### config.mk
export PLATFORM = sky130hd
export DESIGN_NAME = motor_feedback_decoder
export DESIGN_NICKNAME = d
export VERILOG_FILES = /design/src/design/mfd_pkg.sv /design/src/design/mfd_unwrap.sv /design/src/design/mfd_speed_filter.sv /design/src/design/mfd_scale.sv /design/src/design/motor_feedback_decoder.sv
export SDC_FILE = /design/constraint.sdc
export NUM_CORES = 2
export LEC_CHECK = 0
export BUFFER_PORTS_ARGS = -buffer_cell sky130_fd_sc_hd__buf_2
export CORE_MARGIN = 2
export CORE_UTILIZATION = 42
export CTS_BUF_LIST = sky130_fd_sc_hd__clkbuf_16
export CTS_CLUSTER_DIAMETER = 120
export CTS_CLUSTER_SIZE = 16
export DETAILED_ROUTE_END_ITERATION = 8
export PLACE_DENSITY = 0.62
export SLEW_MARGIN = 20
export SYNTH_ARGS = -nofsm -noshare
export SYNTH_HDL_FRONTEND = slang
export SYNTH_SLANG_ARGS = --single-unit
### constraint.sdc
create_clock -name aclk -period 13.8 [get_ports aclk]
set_input_delay 4.14 -clock aclk [delete_from_list [all_inputs] [get_ports aclk]]
set_output_delay 4.14 -clock aclk [all_outputs]
set_load 0.02 [all_outputs]
### src/design/mfd_pkg.sv
// Shared types and constants for the motor feedback decoder.
package mfd_pkg;

    localparam int S_TDATA_W = 64;
    localparam int S_TUSER_W = 2;
    localparam int M_TDATA_W = 192;

    localparam int CODE_IN_W = 13;
    localparam int SPEED_W   = 16;
    localparam int CURRENT_W = 16;
    localparam int BYTE_W    = 8;

    localparam int SINGLE_W = 20;
    localparam int FILT_W   = 24;
    localparam int PHASE_W  = 20;
    localparam int TOTAL_W  = 38;
    localparam int RAD_W    = 21;
    localparam int TURN_W   = 32;

    localparam int CFG_ADDR_W = 2;
    localparam int CFG_DATA_W = 16;
    localparam int SCALE_W    = 16;

    localparam logic [CFG_ADDR_W-1:0] CFG_REVERSE = 2'd0;
    localparam logic [CFG_ADDR_W-1:0] CFG_SCALE   = 2'd1;
    localparam logic [CFG_ADDR_W-1:0] CFG_STATUS  = 2'd2;

    localparam logic [SCALE_W-1:0] SCALE_RESET = 16'd20480;

    localparam logic [S_TUSER_W-1:0] OP_FRAME  = 2'd0;
    localparam logic [S_TUSER_W-1:0] OP_REZERO = 2'd1;
    localparam logic [S_TUSER_W-1:0] OP_CLEAR  = 2'd2;

    // speed filter: floor(n / 25) by reciprocal, n biased to non-negative
    localparam int              FILT_SUM_W = 30;
    localparam logic [30:0]     DIV25_BIAS = 31'd419430400;  // 25 * 2^24
    localparam logic [30:0]     DIV25_RECIP = 31'd1374389535; // ceil(2^35 / 25)
    localparam int              DIV25_SHIFT = 35;
    localparam logic [24:0]     DIV25_UNBIAS = 25'd16777216; // 2^24

    // 0.10472 rad/s per rpm, Q24
    localparam logic signed [37:0] RAD_SCALE = 38'sd1756910;

    typedef struct packed {
        logic fire;
        logic frame;
        logic rezero;
        logic clear;
        logic reverse;
    } mfd_ctrl_t;

endpackage

### src/design/mfd_unwrap.sv
// Encoder unwrap: turn and position counts, angle conversion.
module mfd_unwrap #(
    parameter int COUNT_WIDTH    = 32,
    parameter int CODES_PER_TURN = 8192
) (
    input  logic                               aclk,
    input  logic                               aresetn,
    input  mfd_pkg::mfd_ctrl_t                 ctrl,
    input  logic [mfd_pkg::CODE_IN_W-1:0]      encoder_code,
    output logic signed [mfd_pkg::SINGLE_W-1:0] single_angle,
    output logic signed [mfd_pkg::TOTAL_W-1:0]  total_angle,
    output logic signed [mfd_pkg::TURN_W-1:0]   turn_count,
    output logic signed [mfd_pkg::SINGLE_W-1:0] offset_angle
);

    localparam int CODE_W = $clog2(CODES_PER_TURN);
    localparam int EXT_W  = (CODE_W > mfd_pkg::CODE_IN_W) ? CODE_W : mfd_pkg::CODE_IN_W;
    localparam int DW     = CODE_W + 2;
    localparam int CW     = COUNT_WIDTH;
    localparam int AW     = COUNT_WIDTH + 22;

    localparam logic signed [DW-1:0] HALF_TURN = DW'(CODES_PER_TURN / 2);
    localparam logic signed [DW-1:0] FULL_TURN = DW'(CODES_PER_TURN);
    localparam logic signed [CW:0]   COUNT_MAX = (CW+1)'((64'd1 << (CW - 1)) - 64'd1);
    localparam logic signed [CW:0]   COUNT_MIN = -COUNT_MAX - (CW+1)'(1);
    localparam logic signed [AW-1:0] ANG_HALF  = AW'(CODES_PER_TURN / 2);

    logic                  started_reg, started_next;
    logic [CODE_W-1:0]     prior_reg, prior_next;
    logic [CODE_W-1:0]     first_reg, first_next;
    logic signed [mfd_pkg::TURN_W-1:0] wrap_reg, wrap_next;
    logic signed [CW-1:0]  pos_reg, pos_next;

    logic [EXT_W-1:0]      code_ext;
    logic [CODE_W-1:0]     code;
    logic [CODE_W-1:0]     start_code;
    logic signed [DW-1:0]  delta;
    logic signed [DW-1:0]  delta_adj;
    logic signed [mfd_pkg::TURN_W-1:0] wrap_adj;
    logic signed [CW:0]    pos_sum;
    logic signed [CW-1:0]  pos_sat;
    logic signed [AW-1:0]  single_full;
    logic signed [AW-1:0]  total_full;
    logic signed [AW-1:0]  offset_full;

    // counts * 360 deg * 1024 / CODES_PER_TURN, rounded half up
    function automatic logic signed [AW-1:0] to_angle(input logic signed [CW:0] cnt,
                                                      input logic rev);
        logic signed [AW-1:0] x;
        logic signed [AW-1:0] p;
        logic signed [AW-1:0] a;
        x = AW'(cnt);
        p = (x <<< 5) + (x <<< 3) + (x <<< 2) + x;
        a = ((p <<< 13) + ANG_HALF) >>> CODE_W;
        return rev ? -a : a;
    endfunction

    always_comb begin
        code_ext   = EXT_W'(encoder_code);
        code       = code_ext[CODE_W-1:0];
        start_code = started_reg ? prior_reg : code;
        delta      = DW'($signed({1'b0, code})) - DW'($signed({1'b0, start_code}));
        delta_adj  = delta;
        wrap_adj   = wrap_reg;
        if (delta > HALF_TURN) begin
            delta_adj = delta - FULL_TURN;
            wrap_adj  = wrap_reg - mfd_pkg::TURN_W'(1);
        end else if (delta < -HALF_TURN) begin
            delta_adj = delta + FULL_TURN;
            wrap_adj  = wrap_reg + mfd_pkg::TURN_W'(1);
        end
        pos_sum = (CW+1)'(pos_reg) + (CW+1)'(delta_adj);
        if (pos_sum > COUNT_MAX) begin
            pos_sat = COUNT_MAX[CW-1:0];
        end else if (pos_sum < COUNT_MIN) begin
            pos_sat = COUNT_MIN[CW-1:0];
        end else begin
            pos_sat = pos_sum[CW-1:0];
        end
    end

    always_comb begin
        started_next = started_reg;
        prior_next   = prior_reg;
        first_next   = first_reg;
        wrap_next    = wrap_reg;
        pos_next     = pos_reg;
        if (ctrl.fire) begin
            if (ctrl.frame) begin
                started_next = 1'b1;
                prior_next   = code;
                first_next   = started_reg ? first_reg : code;
                wrap_next    = wrap_adj;
                pos_next     = pos_sat;
            end else if (ctrl.rezero) begin
                wrap_next = '0;
                pos_next  = '0;
            end else if (ctrl.clear) begin
                started_next = 1'b0;
                prior_next   = '0;
                first_next   = '0;
                wrap_next    = '0;
                pos_next     = '0;
            end
        end
    end

    always_ff @(posedge aclk) begin
        if (!aresetn) begin
            started_reg <= 1'b0;
            prior_reg   <= '0;
            first_reg   <= '0;
            wrap_reg    <= '0;
            pos_reg     <= '0;
        end else begin
            started_reg <= started_next;
            prior_reg   <= prior_next;
            first_reg   <= first_next;
            wrap_reg    <= wrap_next;
            pos_reg     <= pos_next;
        end
    end

    always_comb begin
        single_full = to_angle($signed((CW+1)'(prior_next)), ctrl.reverse);
        offset_full = to_angle($signed((CW+1)'(first_next)), ctrl.reverse);
        total_full  = to_angle((CW+1)'(pos_next), ctrl.reverse);
    end

    assign single_angle = single_full[mfd_pkg::SINGLE_W-1:0];
    assign offset_angle = offset_full[mfd_pkg::SINGLE_W-1:0];
    assign total_angle  = total_full[mfd_pkg::TOTAL_W-1:0];
    assign turn_count   = wrap_next;

endmodule

### src/design/mfd_speed_filter.sv
// Speed IIR filter with 24/25 weight on the new sample.
module mfd_speed_filter (
    input  logic                                aclk,
    input  logic                                aresetn,
    input  mfd_pkg::mfd_ctrl_t                  ctrl,
    input  logic signed [mfd_pkg::SPEED_W-1:0]  rotor_speed,
    output logic signed [mfd_pkg::FILT_W-1:0]   filtered_speed
);

    localparam int NW = mfd_pkg::FILT_SUM_W;
    localparam logic signed [mfd_pkg::FILT_W-1:0] FILT_MIN = {1'b1, {(mfd_pkg::FILT_W-1){1'b0}}};
    localparam logic signed [mfd_pkg::FILT_W-1:0] FILT_MAX = {1'b0, {(mfd_pkg::FILT_W-1){1'b1}}};

    logic                                 primed_reg, primed_next;
    logic signed [mfd_pkg::FILT_W-1:0]    mem_reg, mem_next;

    logic signed [NW-1:0]  spd_ext;
    logic signed [NW-1:0]  sum;
    logic [30:0]           biased;
    logic [60:0]           prod;
    logic [24:0]           quot;
    logic [24:0]           unbiased;

    always_comb begin
        spd_ext  = NW'(rotor_speed);
        sum      = (spd_ext <<< 12) + (spd_ext <<< 11) + NW'(mem_reg) + NW'(12);
        biased   = 31'($signed(sum)) + mfd_pkg::DIV25_BIAS;
        prod     = 61'(biased[NW-1:0]) * 61'(mfd_pkg::DIV25_RECIP);
        quot     = prod[mfd_pkg::DIV25_SHIFT+24:mfd_pkg::DIV25_SHIFT];
        unbiased = quot - mfd_pkg::DIV25_UNBIAS;
    end

    always_comb begin
        primed_next = primed_reg;
        mem_next    = mem_reg;
        if (ctrl.fire) begin
            if (ctrl.frame) begin
                primed_next = 1'b1;
                mem_next    = primed_reg ? $signed(unbiased[mfd_pkg::FILT_W-1:0])
                                         : $signed({rotor_speed, 8'd0});
            end else if (ctrl.clear) begin
                primed_next = 1'b0;
                mem_next    = '0;
            end
        end
    end

    always_ff @(posedge aclk) begin
        if (!aresetn) begin
            primed_reg <= 1'b0;
            mem_reg    <= '0;
        end else begin
            primed_reg <= primed_next;
            mem_reg    <= mem_next;
        end
    end

    always_comb begin
        if (!ctrl.reverse) begin
            filtered_speed = mem_next;
        end else if (mem_next == FILT_MIN) begin
            filtered_speed = FILT_MAX;
        end else begin
            filtered_speed = -mem_next;
        end
    end

endmodule

### src/design/mfd_scale.sv
// Phase current and speed-in-radians scaling.
module mfd_scale (
    input  logic                                 frame,
    input  logic                                 reverse,
    input  logic [mfd_pkg::SCALE_W-1:0]          current_scale,
    input  logic signed [mfd_pkg::CURRENT_W-1:0] current_code,
    input  logic signed [mfd_pkg::SPEED_W-1:0]   rotor_speed,
    output logic signed [mfd_pkg::PHASE_W-1:0]   phase_current,
    output logic signed [mfd_pkg::RAD_W-1:0]     speed_radians
);

    logic signed [32:0] cur_prod;
    logic signed [32:0] cur_shift;
    logic signed [20:0] cur_val;
    logic signed [37:0] rad_prod;
    logic signed [37:0] rad_shift;
    logic signed [21:0] rad_val;

    always_comb begin
        cur_prod  = 33'(current_code) * $signed({17'd0, current_scale});
        cur_shift = (cur_prod + 33'sd2048) >>> 12;
        cur_val   = reverse ? -cur_shift[20:0] : cur_shift[20:0];
        rad_prod  = 38'(rotor_speed) * mfd_pkg::RAD_SCALE;
        rad_shift = (rad_prod + 38'sd32768) >>> 16;
        rad_val   = reverse ? -rad_shift[21:0] : rad_shift[21:0];
        phase_current = frame ? cur_val[mfd_pkg::PHASE_W-1:0] : '0;
        speed_radians = frame ? rad_val[mfd_pkg::RAD_W-1:0] : '0;
    end

endmodule

### src/design/motor_feedback_decoder.sv
// Motor feedback decoder top level: request register, state units, result register.
//
//  channel   direction  ports                        tdata / tuser contents
//  s_        in         s_tvalid s_tready s_tdata    frame fields, op in s_tuser
//  m_        out        m_tvalid m_tready m_tdata    decoded angles, speed, current
//  cfg_      in         cfg_we cfg_addr cfg_data     reverse, current scale, status
//
// One request per cycle while m_tready does not hold the result; an accepted request
// passes through the request register, then the result register. Unwrap and filter
// state update in the same cycle a request moves into the result register, through
// the position add and the divide-by-25 reciprocal multiply. aresetn clears state and
// valids and restores the configuration defaults.
// With m_tready low the result holds and one further request waits in the
// request register.
module motor_feedback_decoder #(
    parameter int COUNT_WIDTH    = 32,
    parameter int CODES_PER_TURN = 8192
) (
    input  logic                              aclk,
    input  logic                              aresetn,
    input  logic                              s_tvalid,
    output logic                              s_tready,
    // [12:0] encoder_code, [28:13] rotor_speed, [44:29] current_code,
    // [52:45] temperature, [60:53] extra_byte
    input  logic [mfd_pkg::S_TDATA_W-1:0]     s_tdata,
    // [1:0] operation
    input  logic [mfd_pkg::S_TUSER_W-1:0]     s_tuser,
    output logic                              m_tvalid,
    input  logic                              m_tready,
    // [19:0] single_angle, [43:20] filtered_speed, [63:44] phase_current,
    // [101:64] total_angle, [122:102] speed_radians, [130:123] temperature_out,
    // [138:131] extra_out, [170:139] turn_count, [190:171] offset_angle
    output logic [mfd_pkg::M_TDATA_W-1:0]     m_tdata,
    input  logic                              cfg_we,
    input  logic [mfd_pkg::CFG_ADDR_W-1:0]    cfg_addr,
    input  logic [mfd_pkg::CFG_DATA_W-1:0]    cfg_data
);

    logic                               reverse_reg;
    logic [mfd_pkg::SCALE_W-1:0]        scale_reg;
    logic                               status_reg;

    logic                               in_valid_reg, in_valid_next;
    logic [mfd_pkg::S_TUSER_W-1:0]      op_reg;
    logic [mfd_pkg::CODE_IN_W-1:0]      code_reg;
    logic signed [mfd_pkg::SPEED_W-1:0] speed_reg;
    logic signed [mfd_pkg::CURRENT_W-1:0] current_reg;
    logic [mfd_pkg::BYTE_W-1:0]         temp_reg;
    logic [mfd_pkg::BYTE_W-1:0]         extra_reg;

    logic                               m_valid_reg, m_valid_next;
    logic [mfd_pkg::M_TDATA_W-1:0]      m_data_reg, m_data_next;

    logic                               out_ready;
    logic                               advance;
    logic                               s_fire;
    mfd_pkg::mfd_ctrl_t                 ctrl;

    logic signed [mfd_pkg::SINGLE_W-1:0] single_angle;
    logic signed [mfd_pkg::TOTAL_W-1:0]  total_angle;
    logic signed [mfd_pkg::TURN_W-1:0]   turn_count;
    logic signed [mfd_pkg::SINGLE_W-1:0] offset_angle;
    logic signed [mfd_pkg::FILT_W-1:0]   filtered_speed;
    logic signed [mfd_pkg::PHASE_W-1:0]  phase_current;
    logic signed [mfd_pkg::RAD_W-1:0]    speed_radians;
    logic [mfd_pkg::BYTE_W-1:0]          temp_out;
    logic [mfd_pkg::BYTE_W-1:0]          extra_out;

    always_ff @(posedge aclk) begin
        if (!aresetn) begin
            reverse_reg <= 1'b0;
            scale_reg   <= mfd_pkg::SCALE_RESET;
            status_reg  <= 1'b1;
        end else if (cfg_we) begin
            unique case (cfg_addr)
                mfd_pkg::CFG_REVERSE: reverse_reg <= cfg_data[0];
                mfd_pkg::CFG_SCALE:   scale_reg   <= cfg_data[mfd_pkg::SCALE_W-1:0];
                mfd_pkg::CFG_STATUS:  status_reg  <= cfg_data[0];
                default: ;
            endcase
        end
    end

    assign out_ready = !m_valid_reg || m_tready;
    assign advance   = in_valid_reg && out_ready;
    assign s_tready  = !in_valid_reg || out_ready;
    assign s_fire    = s_tvalid && s_tready;

    always_comb begin
        in_valid_next = in_valid_reg;
        if (s_fire) begin
            in_valid_next = 1'b1;
        end else if (advance) begin
            in_valid_next = 1'b0;
        end
        m_valid_next = m_valid_reg;
        if (advance) begin
            m_valid_next = 1'b1;
        end else if (m_tready) begin
            m_valid_next = 1'b0;
        end
    end

    always_ff @(posedge aclk) begin
        if (!aresetn) begin
            in_valid_reg <= 1'b0;
            m_valid_reg  <= 1'b0;
        end else begin
            in_valid_reg <= in_valid_next;
            m_valid_reg  <= m_valid_next;
        end
    end

    always_ff @(posedge aclk) begin
        if (s_fire) begin
            op_reg      <= s_tuser;
            code_reg    <= s_tdata[12:0];
            speed_reg   <= $signed(s_tdata[28:13]);
            current_reg <= $signed(s_tdata[44:29]);
            temp_reg    <= s_tdata[52:45];
            extra_reg   <= s_tdata[60:53];
        end
        if (advance) begin
            m_data_reg <= m_data_next;
        end
    end

    always_comb begin
        ctrl         = '0;
        ctrl.fire    = advance;
        ctrl.reverse = reverse_reg;
        unique case (op_reg)
            mfd_pkg::OP_FRAME:  ctrl.frame  = 1'b1;
            mfd_pkg::OP_REZERO: ctrl.rezero = 1'b1;
            mfd_pkg::OP_CLEAR:  ctrl.clear  = 1'b1;
            default: ;
        endcase
    end

    mfd_unwrap #(
        .COUNT_WIDTH    (COUNT_WIDTH),
        .CODES_PER_TURN (CODES_PER_TURN)
    ) u_unwrap (
        .aclk         (aclk),
        .aresetn      (aresetn),
        .ctrl         (ctrl),
        .encoder_code (code_reg),
        .single_angle (single_angle),
        .total_angle  (total_angle),
        .turn_count   (turn_count),
        .offset_angle (offset_angle)
    );

    mfd_speed_filter u_filter (
        .aclk           (aclk),
        .aresetn        (aresetn),
        .ctrl           (ctrl),
        .rotor_speed    (speed_reg),
        .filtered_speed (filtered_speed)
    );

    mfd_scale u_scale (
        .frame         (ctrl.frame),
        .reverse       (reverse_reg),
        .current_scale (scale_reg),
        .current_code  (current_reg),
        .rotor_speed   (speed_reg),
        .phase_current (phase_current),
        .speed_radians (speed_radians)
    );

    always_comb begin
        temp_out    = (ctrl.frame && status_reg) ? temp_reg : '0;
        extra_out   = (ctrl.frame && status_reg) ? extra_reg : '0;
        m_data_next = {1'b0, offset_angle, turn_count, extra_out, temp_out, speed_radians,
                       total_angle, phase_current, filtered_speed, single_angle};
    end

    assign m_tvalid = m_valid_reg;
    assign m_tdata  = m_data_reg;

endmodule

==> summary.txt <==
Synth
  • Mux contribution to synthesized area: 0.579%
  • Synthesized area: 0.0566 mm^2
  • Yosys warnings: 0
  • Post-synth top area share: 26.1%
  • Post-synth ARST share: 0%
  • EDFF count, synth: 254
  • Yosys reg bits: 390
  • Post-synth top area cell: fa_1
  • Adder-cell share of the synthesized area: 43.7%
  • Syn_nets: 7461
  • Xor/xnor share of the synthesized area: 6.20%
  • Avg Inst Size Synth: 9.67 um^2
  • Main combinational cell family by area after synthesis: adder cells
  • Synth cell count leaders: inv_1, ha_1, fa_1
  • Post-synthesis sequential area ratio: 18.3%
  • Simple-Gate Fraction of Synth Area: 12.3%
  • Top-count cell post-synth: inv_1
  • Synth top area cells: fa_1, ha_1, edfxtp_1
  • Post-synthesis cell type count: 111
  • Compound-Gate Fraction of Synth Area: 10.9%
  • Ys flop type: edfxtp_1
  • Syn Inst Count: 5850

Timing
  • Tcrit/Tclk final: 95.4%
  • Skew final: 0.0362 ns
  • RSZ-0062 raised after global routing: no
  • Fmax: 75.9 MHz
  • Final setup viols: 0
  • Count of final hold-check violations: 0
  • Setup TNS: 0 ns
  • Slew @ Worst Pin: 1.16 ns
  • Max_slew headroom: 22.6%
  • Post-layout minimum cycle time: 13.17 ns
  • Final slew viol count: 0

Die
  • Core area: 0.134 mm^2
  • Die Footprint: 0.138 mm^2
  • Chip height: 371 um
  • Initial Util: 42.3%
  • Die width: 371 um
  • # rows: 134
  • IO Pins: 283

Place
  • IO Port Bufs: 278
  • Placer Congestion: 0.965
  • HPWL reported at the end of detailed placement: 131 mm
  • DP Area: 0.0604 mm^2

Final layout
  • Number of flip-flops in the largest register: 191
  • Final Cell Area: 0.0615 mm^2
  • P&R area growth vs syn: 8.65%
  • Final Util: 46.0%
  • Share of post-route cells with drive strength above 1: 8.31%
  • Fin nets: 7720

Critical path
  • Critical Path AT: 13.65 ns
  • Cell depth of the worst flop-to-flop path: 44
  • CP required: 14.28 ns
  • Setup CP Type: reg -> reg
  • Most used cell, CP: fa_1
  • Critical path capture point type: register
  • Startpoint types: register
  • Crit-path slowest cell: fa_1
  • CP max stage delay: 0.65 ns
  • CP max FO: 7

Route
  • DRC Markers: 0
  • Vias per Instance: 5.31
  • Pre-Repair DR Iteration Count: 8
  • Iter 0 DRT Violations: 2684
  • Routed Antenna Nets: 0
  • Wire length per cell: 19.7 um
  • DR vias: 41969
  • Total wire length: 156 mm

Hold path
  • Worst hold path type: reg -> reg
  • Hold Path Depth: 2

GRT
  • Largest net degree at the start of global routing: 81
  • Initial antenna violation count: 15
  • Vias in the first global route: 42824
  • Aggregate global routing overflow: 0
  • Gr usage total: 23.0%
  • First-pass GRT wire length: 245 mm

Clock tree
  • Hold buffer count at CTS: 0
  • Root Buffer: clkbuf_16
  • Clk sink count: 390
  • Clock Pin Slew Worst Setup and Hold Paths: 0.08 ns
  • CTS max path bufs: 3
  • Worst skew pair latency: 0.63 ns
  • H-tree depth: 2
  • CTS Buf Count: 34
  • CTS tree: built

Run status
  • Status: finished clean

Run
  • Max Cap Viol: 0
[layout by cell type, fill, tap and decap left out, types with 16 or more instances in the layout]
| cell type | n |
|---|---|
| a211oi_1 | 19 |
| a21boi_0 | 26 |
| a21o_1 | 106 |
| a21oi_1 | 203 |
| a221oi_1 | 23 |
| a22o_1 | 16 |
| a31oi_1 | 25 |
| and2_1 | 161 |
| and3_1 | 52 |
| buf_2 | 279 |
| buf_4 | 88 |
| clkbuf_16 | 34 |
| dfxtp_1 | 135 |
| edfxtp_1 | 254 |
| fa_1 | 739 |
| ha_1 | 783 |
| inv_1 | 1081 |
| mux2i_1 | 25 |
| nand2_1 | 406 |
| nand2b_1 | 58 |
| nand3_1 | 72 |
| nand4_1 | 31 |
| nor2_1 | 287 |
| nor2b_1 | 70 |
| nor3_1 | 71 |
| nor4_1 | 28 |
| o211ai_1 | 18 |
| o21a_1 | 55 |
| o21ai_0 | 172 |
| o21bai_1 | 32 |
| o31ai_1 | 29 |
| o41ai_1 | 16 |
| or2_2 | 24 |
| or3_1 | 30 |
| xnor2_1 | 285 |
| xor2_1 | 110 |
[worst paths after layout]
kind,startpoint,end,slack (ns)
max reg2reg,speed_reg[1]$_DFFE_PP_,m_tdata[41]$_DFFE_PP_,0.63
min reg2reg,u_unwrap.wrap_reg[31]$_SDFF_PN0_,u_unwrap.wrap_reg[31]$_SDFF_PN0_,0.53
min,u_unwrap.wrap_reg[31]$_SDFF_PN0_,u_unwrap.wrap_reg[31]$_SDFF_PN0_,0.53
max,speed_reg[1]$_DFFE_PP_,m_tdata[41]$_DFFE_PP_,0.63
[layout make-up]
cell class,count,area (um^2)
inverters,1068,4020
multi-input cells,4244,41700
diodes,2,5.00
flip-flops and latches,390,10400
repair buffers,371,2110
clock buffers,34,851
fillers,12744,72100
well taps,1768,2210
clock inverters,28,224
[cells by family (layout without fill, tap and decap cells)]
logic type	count (synthesis)	count (layout)
AOI/OAI and AO/OA	898	898
adders and majority gates	1535	1535
xor gates and xnor gates	399	399
muxes	32	32
DFF	390	390
buffers and inverters	1216	1501
other	1	3
and+or+nand+nor	1379	1379
[what timing repair did]
item                       4_1_cts  5_1_grt
buffers inserted                 0        0
setup endpoints to repair        0       24
resized for setup                0        2
[worst max-delay path: cells and delay by family (launching register included)]
family	cells	cell delay, ns
compound gates	14	3.30
xor+xnor	1	0.16
fa+ha+maj	12	5.89
buf+inv	5	0.43
flops	1	0.50
simple gates	12	2.72
[through the flow]
stage	hold WS (ns)	setup slack, ns	cells
finish	0.526	0.630	7905
global route	0.563	0.00906	7904
CTS	0.530	0.527	7899
detailed placement	0.508	0.591	7837
global placement	0.503	0.626	7836
floorplan	0.487	1.74	5850
[layer usage]
layer  part of all wire (%)  global-route usage (%)  up-vias
met4                    3.1                    6.55       18
met2                     47                    37.7     1107
met1                     43                    31.0    20775
li1                       -                       -    19858
met5                  0.079                       0        -
met3                    6.8                    4.26      211
Power is left out: the tool's default activity adds up to more than one toggle a clock period on the data nets, which glitch-free logic cannot reach.
